File: src/design/isort_pkg.sv
package isort_pkg;

    localparam int DATA_W = 32;

    typedef enum logic {
        ST_FILL,
        ST_DRAIN
    } t_state;

    typedef struct packed {
        logic ins;
        logic shift;
    } t_cell_ctl;

endpackage

File: src/design/isort_cell.sv
module isort_cell
    import isort_pkg::*;
#(
    parameter int IDX = 0,
    parameter int CW  = 5
) (
    input  logic                     i_clk,
    input  t_cell_ctl                i_ctl,
    input  logic signed [DATA_W-1:0] i_value,
    input  logic [CW-1:0]            i_count,
    input  logic signed [DATA_W-1:0] i_prev_value,
    input  logic                     i_prev_gt,
    input  logic signed [DATA_W-1:0] i_next_value,
    output logic signed [DATA_W-1:0] o_value,
    output logic                     o_gt
);

    logic signed [DATA_W-1:0] r_value;
    logic signed [DATA_W-1:0] n_value;
    logic                     occupied;
    logic                     first_free;
    logic                     take;

    assign occupied   = CW'(IDX) < i_count;
    assign first_free = CW'(IDX) == i_count;
    assign o_gt       = occupied && (r_value > i_value);
    assign take       = o_gt || first_free;
    assign o_value    = r_value;

    always_comb begin
        n_value = r_value;
        if (i_ctl.shift) begin
            n_value = i_next_value;
        end else if (i_ctl.ins && take) begin
            n_value = i_prev_gt ? i_prev_value : i_value;
        end
    end

    always_ff @(posedge i_clk) begin
        r_value <= n_value;
    end

endmodule

File: src/design/insertion_sorter_core.sv
// channel  direction  handshake                 word
// input    in         start & !busy             i_value, i_end_of_list
// result   out        o_strobe, one cycle only  o_sorted_value, o_last_out, o_overflow
//
// filling: one word accepted per cycle and written into its place in the cell registers by the cell chain
// the word marked end of list is inserted, then the chain drains one result per cycle
// busy stays high while the n held words of a list drain after its last word
// reset clears the count, drop flag and state; cell contents are not reset
// results cannot be stalled; words past CAPACITY are dropped and flagged
module insertion_sorter_core
    import isort_pkg::*;
#(
    parameter int CAPACITY = 16
) (
    input  logic                     i_clk,
    input  logic                     i_rst_n,
    input  logic                     start,
    output logic                     busy,
    input  logic signed [DATA_W-1:0] i_value,
    input  logic                     i_end_of_list,
    output logic                     o_strobe,
    output logic signed [DATA_W-1:0] o_sorted_value,
    output logic                     o_last_out,
    output logic                     o_overflow
);

    localparam int CW = $clog2(CAPACITY + 1);

    t_state          r_state, n_state;
    logic [CW-1:0]   r_count, n_count;
    logic [CW-1:0]   r_left, n_left;
    logic            r_drop, n_drop;
    logic            accept;
    logic            full;
    t_cell_ctl       ctl;

    logic signed [DATA_W-1:0] cell_value [CAPACITY];
    logic                     cell_gt    [CAPACITY];

    assign accept = start && !busy;
    assign full   = r_count == CW'(CAPACITY);

    always_ff @(posedge i_clk) begin
        if (!i_rst_n) begin
            r_state <= ST_FILL;
            r_count <= '0;
            r_left  <= '0;
            r_drop  <= 1'b0;
        end else begin
            r_state <= n_state;
            r_count <= n_count;
            r_left  <= n_left;
            r_drop  <= n_drop;
        end
    end

    always_comb begin
        n_state   = r_state;
        n_count   = r_count;
        n_left    = r_left;
        n_drop    = r_drop;
        ctl.ins   = 1'b0;
        ctl.shift = 1'b0;
        busy      = 1'b0;
        o_strobe  = 1'b0;
        case (r_state)
            ST_FILL: begin
                if (accept) begin
                    ctl.ins = !full;
                    if (full) begin
                        n_drop = 1'b1;
                    end else begin
                        n_count = r_count + CW'(1);
                    end
                    if (i_end_of_list) begin
                        n_left  = n_count;
                        n_count = '0;
                        n_state = ST_DRAIN;
                    end
                end
            end
            ST_DRAIN: begin
                busy      = 1'b1;
                o_strobe  = 1'b1;
                ctl.shift = 1'b1;
                n_left    = r_left - CW'(1);
                if (r_left == CW'(1)) begin
                    n_drop  = 1'b0;
                    n_state = ST_FILL;
                end
            end
            default: begin
                n_state = ST_FILL;
            end
        endcase
    end

    for (genvar g = 0; g < CAPACITY; g++) begin : g_cell
        logic signed [DATA_W-1:0] prev_value;
        logic                     prev_gt;
        logic signed [DATA_W-1:0] next_value;

        if (g == 0) begin : g_head
            assign prev_value = i_value;
            assign prev_gt    = 1'b0;
        end else begin : g_body
            assign prev_value = cell_value[g-1];
            assign prev_gt    = cell_gt[g-1];
        end

        if (g == CAPACITY - 1) begin : g_tail
            assign next_value = cell_value[g];
        end else begin : g_mid
            assign next_value = cell_value[g+1];
        end

        isort_cell #(
            .IDX (g),
            .CW  (CW)
        ) u_cell (
            .i_clk        (i_clk),
            .i_ctl        (ctl),
            .i_value      (i_value),
            .i_count      (r_count),
            .i_prev_value (prev_value),
            .i_prev_gt    (prev_gt),
            .i_next_value (next_value),
            .o_value      (cell_value[g]),
            .o_gt         (cell_gt[g])
        );
    end

    assign o_sorted_value = cell_value[0];
    assign o_last_out     = o_strobe && (r_left == CW'(1));
    assign o_overflow     = o_strobe && r_drop;

    a_count_bound: assert property (@(posedge i_clk) disable iff (!i_rst_n)
        r_count <= CW'(CAPACITY))
        else $error("held count beyond capacity");

    a_strobe_left: assert property (@(posedge i_clk) disable iff (!i_rst_n)
        o_strobe |-> (r_left != '0))
        else $error("result strobed with nothing left to drain");

    a_last_idle: assert property (@(posedge i_clk) disable iff (!i_rst_n)
        o_last_out |=> (!busy && (r_count == '0) && !r_drop))
        else $error("not cleared after final result");

    a_end_drains: assert property (@(posedge i_clk) disable iff (!i_rst_n)
        (accept && i_end_of_list) |=> (o_strobe && (r_count == '0)))
        else $error("end of list did not start drain");

endmodule
File: config.mk
export PLATFORM = sky130hd
export DESIGN_NAME = insertion_sorter_core
export DESIGN_NICKNAME = d
export VERILOG_FILES = /design/src/design/isort_pkg.sv /design/src/design/isort_cell.sv /design/src/design/insertion_sorter_core.sv
export SDC_FILE = /design/constraint.sdc
export NUM_CORES = 2
export LEC_CHECK = 0
export BUFFER_PORTS_ARGS = -buffer_cell sky130_fd_sc_hd__buf_4
export CELL_PAD_IN_SITES_DETAIL_PLACEMENT = 1
export CELL_PAD_IN_SITES_GLOBAL_PLACEMENT = 1
export CORE_MARGIN = 1
export CORE_UTILIZATION = 52
export CTS_BUF_LIST = sky130_fd_sc_hd__clkbuf_4 sky130_fd_sc_hd__clkbuf_8 sky130_fd_sc_hd__clkbuf_16
export CTS_CLUSTER_SIZE = 12
export DETAILED_ROUTE_END_ITERATION = 6
export PLACE_DENSITY_LB_ADDON = 0.1
export REMOVE_ABC_BUFFERS = 1
export SYNTH_ARGS = -nofsm -noshare
export SYNTH_HDL_FRONTEND = slang
export SYNTH_SLANG_ARGS = --single-unit
File: constraint.sdc
create_clock -name i_clk -period 5.63 [get_ports i_clk]
set_input_delay 0.2815 -clock i_clk [delete_from_list [all_inputs] [get_ports i_clk]]
set_output_delay 0.2815 -clock i_clk [all_outputs]
set_load 0.005 [all_outputs]
======== Word-level counts from Yosys, hierarchy flattened ========
Cells that the tools add are included.
storage, ports and cells
  bits of input ports ..................... 36
  output and inout bits ................... 36
  word-level logic and storage cells ...... 211
  bits in registers ....................... 524
cells by class
  reductions and logical operators ........ 73
  muxes and demuxes ....................... 61
  $lt $le $gt $ge ......................... 32
  add/sub/neg operators ................... 2
  eq/ne operators ......................... 21
  bitwise gates (word level) .............. 2
operator list
  kind                                               count
  2-to-1 mux 32 bit                                  45
  greater-than comparator 32 bit                     16
  == test 4 x 5 -> 1 bit, first input constant       8
  < comparator 4 x 5 -> 1 bit, first input constant  8
  logical AND 1 bit                                  35
  nonzero test 2 bit                                 15
  == test 3 x 5 -> 1 bit, first input constant       4
  < comparator 3 x 5 -> 1 bit, first input constant  4
  2-to-1 mux 5 bit                                   4
  logical OR 1 bit                                   16
  == test 2 x 5 -> 1 bit, first input constant       2
  < comparator 1 x 5 -> 1 bit, first input constant  2
  < comparator 2 x 5 -> 1 bit, first input constant  2
  case mux 5 bit (2 select lines)                    1
  2-to-1 mux 1 bit                                   9
  inequality test 2 bit, second input constant       3
  AND reduction 2 bit                                3
  adder 5 x 1 -> 5 bit, second input constant        1
  == test 1 x 5 -> 1 bit, first input constant       1
  == test 5 x 1 -> 1 bit, second input constant      1
  == test 5 bit, second input constant               1
  logical NOT 5 bit                                  1
  subtractor 5 x 1 -> 5 bit, second input constant   1
  case mux 1 bit (2 select lines)                    2
  other kinds (4)                                    6

======== Depth between registers and ports, before layout ========
  depth after elaboration ................. 8
  gate-level depth with buffers ........... 12
  mapped depth without buffers ............ 10

======== Hierarchy ========
From an unflattened synthesis, not the netlist that was laid out.
unflattened totals
  cell total of the unflattened synthesis .. 4287
  area, all modules ....................... 40518.9 um^2
modules (own cells, without submodules)
  module                           area an instance (um^2)  seq. area each (um^2)  instances  cells an instance
  isort_cell at g_cell[0].u_cell   2546.2                   960.9                  1          269
  isort_cell at g_cell[11].u_cell  2534.9                   960.9                  1          268
  isort_cell at g_cell[5].u_cell   2502.4                   960.9                  1          264
  isort_cell at g_cell[13].u_cell  2496.1                   960.9                  1          266
  isort_cell at g_cell[7].u_cell   2493.6                   960.9                  1          260
  isort_cell at g_cell[3].u_cell   2486.1                   960.9                  1          265
  isort_cell at g_cell[2].u_cell   2483.6                   960.9                  1          264
  isort_cell at g_cell[9].u_cell   2478.6                   960.9                  1          261
  isort_cell at g_cell[6].u_cell   2476.1                   960.9                  1          261
  isort_cell at g_cell[4].u_cell   2474.9                   960.9                  1          260
  isort_cell at g_cell[14].u_cell  2473.6                   960.9                  1          264
  isort_cell at g_cell[12].u_cell  2471.1                   960.9                  1          260
  isort_cell at g_cell[10].u_cell  2468.6                   960.9                  1          264
  isort_cell at g_cell[8].u_cell   2468.6                   960.9                  1          261
  3 more rows                      n/a                      n/a                    n/a        n/a

======== Worst setup path before layout ========
No wires, ideal clock.
  path type ............................... input to register
  start point ............................. in i_value[30]
  end point ............................... reg g_cell[2].u_cell.r_value[0], enable pin
  slack ................................... 0.750 ns
  required time ........................... 5.164 ns
  path buffers ............................ 1
  setup time .............................. 0.466 ns
  stages on the path ...................... 8
  data arrival time ....................... 4.415 ns
  cells stage by stage .................... inv_1 ha_1 nand4_1 or4_1 a31oi_1 o31ai_2 clkbuf_1 o21ai_0
on the way
  word-level cells in the longest chain between the ends .. 5
ends and longest elaborated chain
  element                         line                         source
  start: declaration              insertion_sorter_core.sv:19  input logic signed [DATA_W-1:0] i_value,
  greater-than comparator 32 bit  isort_cell.sv:26             assign o_gt = occupied && (r_value > i_value);
  logical AND 1 bit               isort_cell.sv:26
  logical OR 1 bit                isort_cell.sv:27             assign take = o_gt || first_free;
  logical AND 1 bit               isort_cell.sv:34             end else if (i_ctl.ins && take) begin
  nonzero test 2 bit (no line)    n/a
  end signal: assignment          isort_cell.sv:40             r_value <= n_value;
  end: declaration                isort_cell.sv:18             logic signed [DATA_W-1:0] r_value;
Every way passes these cells.
A chain may end at the register's enable or synchronous reset.

======== Final worst setup path ========
  start point ............................. reg g_cell[0].u_cell.r_value[12]
  end point ............................... reg g_cell[1].u_cell.r_value[18], data pin
on the way
  word-level cells in the longest chain between the ends .. 5
ends and longest elaborated chain
  element                           line              source
  start: declaration                isort_cell.sv:18
  start signal: assignment          isort_cell.sv:40
  greater-than comparator 32 bit    isort_cell.sv:26
  logical AND 1 bit                 isort_cell.sv:26
  2-to-1 mux 32 bit                 isort_cell.sv:35  n_value = i_prev_gt ? i_prev_value : i_value;
  2-to-1 mux 32 bit                 isort_cell.sv:34
  2-to-1 mux 32 bit                 isort_cell.sv:32  if (i_ctl.shift) begin
  via g_cell[1].u_cell.n_value[18]  isort_cell.sv:19  logic signed [DATA_W-1:0] n_value;
  end signal: assignment            isort_cell.sv:40
  end: declaration                  isort_cell.sv:18
The timed path passes the listed nets, and every way through them passes these cells. The select of a mux whose other input is x is not followed.

==> metrics <==
Lkg Pwr=0.0155 uW; status=finished clean; fin crit share=74.4%; Initial Util=52.6%; CTS root buffer=clkbuf_16; maxcap violations=0; sequential-to-total area share from yosys stat=40.7%; Die X-Extent=274 um; die area=75,000 um^2; Clock Tree Buf Depth=3; Hold-fix buffers, CTS=2; Post-Place Setup Slack=1.00 ns; CP startpoint kind=flop; core area=73,000 um^2; synthesized-area fraction occupied by adder cells=16.8%; Post-CTS Setup Bufs=0; Area after DPL=40,000 um^2; Post-Synth XOR/XNOR Area=0.114%; Clock power frac=35.7%; synthesized flop and latch total=524; minimum clock period=4.19 ns; CTS Buf Count=61; uppermost layer routed=met4; CP max FO=32; clk slew on worst S/H paths=0.06 ns; DPL Wire Length=104,000 um; I/O pins=72; slew margin rel.=19.2%; first drt pass iteration count=5; Worst-Margin Slew=1.20 ns; post-synthesis cell type count=80; register area=15,600 um^2; asr flop ratio synth=0%; Final Hold Viols=0; die height=274 um; CTS tree=done; number of synthesis warnings=0; DRC viols=0; WHS=0.105 ns; P_sw=3310 uW; internal power=7590 uW; met3 wire length=6840 um; clock sink count=524; Avg Inst Size Synth=10.3 um^2; # rows=99; H-Tree Depth=2; DRT Wirelength=139,000 um; Resize count post-CTS=0; WP data arrival=4.55 ns; Highest Clock Rate=0.239 GHz; vias in the first global route=34.3k; Post-synth top flop=edfxtp_1; first-pass GRT wire length=210,000 um; Post-synth EDFFs=512; fill count=7,837; area grow syn2layout=9.04%; Setup CP Type=flop to flop; Max Slew Vio Count=0; Sw Share=30.4%; Pwr Density=260 nW/um^2; Peak VDD IR=0.263 mV; post-synthesis simple-gate area fraction=14.8%; Compound-Gate Fraction of Synth Area=17.0%; nets=4,269; Placer Congestion=0.952; grt total ovfl=0; average wire per standard cell=29.5 um; largest family of logic cells by synthesized area=compound AO/OA/AOI/OAI gates; worst clock skew=0.0137 ns; Crit. End Element=flop; Hold Path Depth=2; DRT antenna net count=0; sequential share of power=45.0%; met2 WL=67,700 um; min setup slack post-route=1.44 ns; sum of negative setup slack=0 ns; RSZ-0062 raised after global routing=false; CP Data Required Time=5.99 ns; Gate Count Post-Synth=3,723; Port Buffers=71; Post-Syn Area=38,400 um^2; Final setup viols=0; layout cells sized above 1=8.89%; 1st-iter DRT viols=2,663; total number of vias=32.3k; Antenna Cells=0; GRT Overall Usage=36.7%; post-route cell area=41,900 um^2; clk_lat worst skew=0.64 ns; largest net degree at the start of global routing=185; antenna violations before repair=0; Reg2Reg Depth=10; Hold Crit Class=primary input to flop; met1 wire length=56,100 um; r2r setup slk=1.44 ns; post-synthesis mux area share=6.97%; routed vias/inst=6.85; combinational share of power=19.3%; area of the multi-input gates=21,600 um^2
[power by group through the flow]
stage	combinational (uW)	sequential (uW)	clock [uW]
after floorplan	1430	4940	0
after global placement	1900	4980	0
after detailed placement	2050	4980	0
after CTS	2070	4900	3940
after global routing	2280	4930	4050
final	2100	4910	3890
[through the flow]
stage	total power, uW	instances	utilization [%]
after floorplan	6370	3483	-
after global placement	6880	4610	54.8
after detailed placement	7030	4610	54.8
after CTS	10900	4718	57.4
after global routing	11300	4718	57.4
final	10900	4718	57.4
[registers in the layout (all words and copies together), names as in the netlist]
register,flops
r_drop,1
g_cell.u_cell.o_value,512
r_left,5
r_state,1
r_count,5
[cell usage in the layout (no fill, tap or decap), types with 31 or more instances in the layout]
| master | instances |
|---|---|
| nor2b_1 | 56 |
| buf_4 | 161 |
| mux2_1 | 62 |
| nand2b_1 | 44 |
| o21ai_1 | 194 |
| nor4b_1 | 31 |
| nand3_1 | 43 |
| o211ai_1 | 49 |
| mux2i_1 | 163 |
| nand2_1 | 424 |
| ha_1 | 517 |
| inv_1 | 62 |
| nor3b_1 | 66 |
| nor2_1 | 59 |
| o221ai_1 | 31 |
| clkbuf_16 | 61 |
| edfxtp_1 | 512 |
| nand3b_1 | 33 |
| o21ai_0 | 125 |
| a21o_1 | 51 |
| a21oi_1 | 279 |
| mux2_2 | 31 |
| nand4_1 | 112 |
| nor3_1 | 119 |
| a221o_1 | 81 |
| or3_1 | 36 |
| a22oi_1 | 99 |
[cells by family (layout without fill, tap and decap cells)]
| logic type | count (synthesis) | in the layout |
|---|---|---|
| adder cells (fa/ha/maj) | 517 | 517 |
| XOR/XNOR | 5 | 5 |
| multiplexers | 256 | 256 |
| buffers and inverters | 302 | 338 |
| flip-flops | 524 | 524 |
| AND/OR/NAND/NOR | 1093 | 1093 |
| AO/OA/AOI/OAI | 1026 | 1026 |
[cell usage after synthesis (44+ instances only)]
library cell    n  share of area (%)
ha_1          517                 17
edfxtp_1      512                 40
nand2_1       424                4.1
a21oi_1       282                3.7
o21ai_1       196                2.6
mux2i_1       163                4.2
clkbuf_1      162                1.6
o21ai_0       126                1.6
nor3_1        120                1.6
nand4_1       112                1.8
a22oi_1        99                1.9
a221o_1        81                2.1
nor3b_1        66                1.3
inv_1          62               0.61
mux2_1         62                1.8
nor2_1         61               0.60
nor2b_1        57               0.93
a21o_1         51                1.0
o211ai_1       49               0.96
nand2b_1       46               0.75
nand3_1        44               0.57
[critical path, stage by stage, from the launching register on]
cell and delay, ns:
edfxtp_1 0.57, ha_1 0.48, nand4_1 0.19, nor2_1 0.06, a221oi_1 0.71, a311oi_1 0.26, or3_4 0.41, a21oi_4 0.17
buf_4 0.64, mux2i_1 0.32, o21ai_1 0.09
[per-layer routing]
layer / global-route usage [%] / up-vias
met5: 0 / -
met1: 45.3 / 16300
met3: 3.94 / 383
met4: 20.8 / 0
met2: 62.4 / 1164
li1: - / 14500
[layout make-up]
cell class / count / share of cell area, %
inverters: 62 / 0.556
clock buffers: 80 / 4.05
flip-flops and latches: 524 / 37.3
repair buffers: 170 / 3.27
multi-input cells: 2897 / 51.6
well taps: 959 / 2.87
clock inverters: 26 / 0.406
[worst paths after layout]
check	startpoint	end
max reg2reg	g_cell[0].u_cell.o_value[12]$_DFFE_PP_	g_cell[1].u_cell.o_value[18]$_DFFE_PP_
min	i_value[20]	g_cell[15].u_cell.o_value[20]$_DFFE_PP_
min reg2reg	r_drop$_SDFFE_PN0P_	r_drop$_SDFFE_PN0P_
max	g_cell[0].u_cell.o_value[12]$_DFFE_PP_	g_cell[1].u_cell.o_value[18]$_DFFE_PP_
No activity file was read; power rests on OpenSTA's default activity.
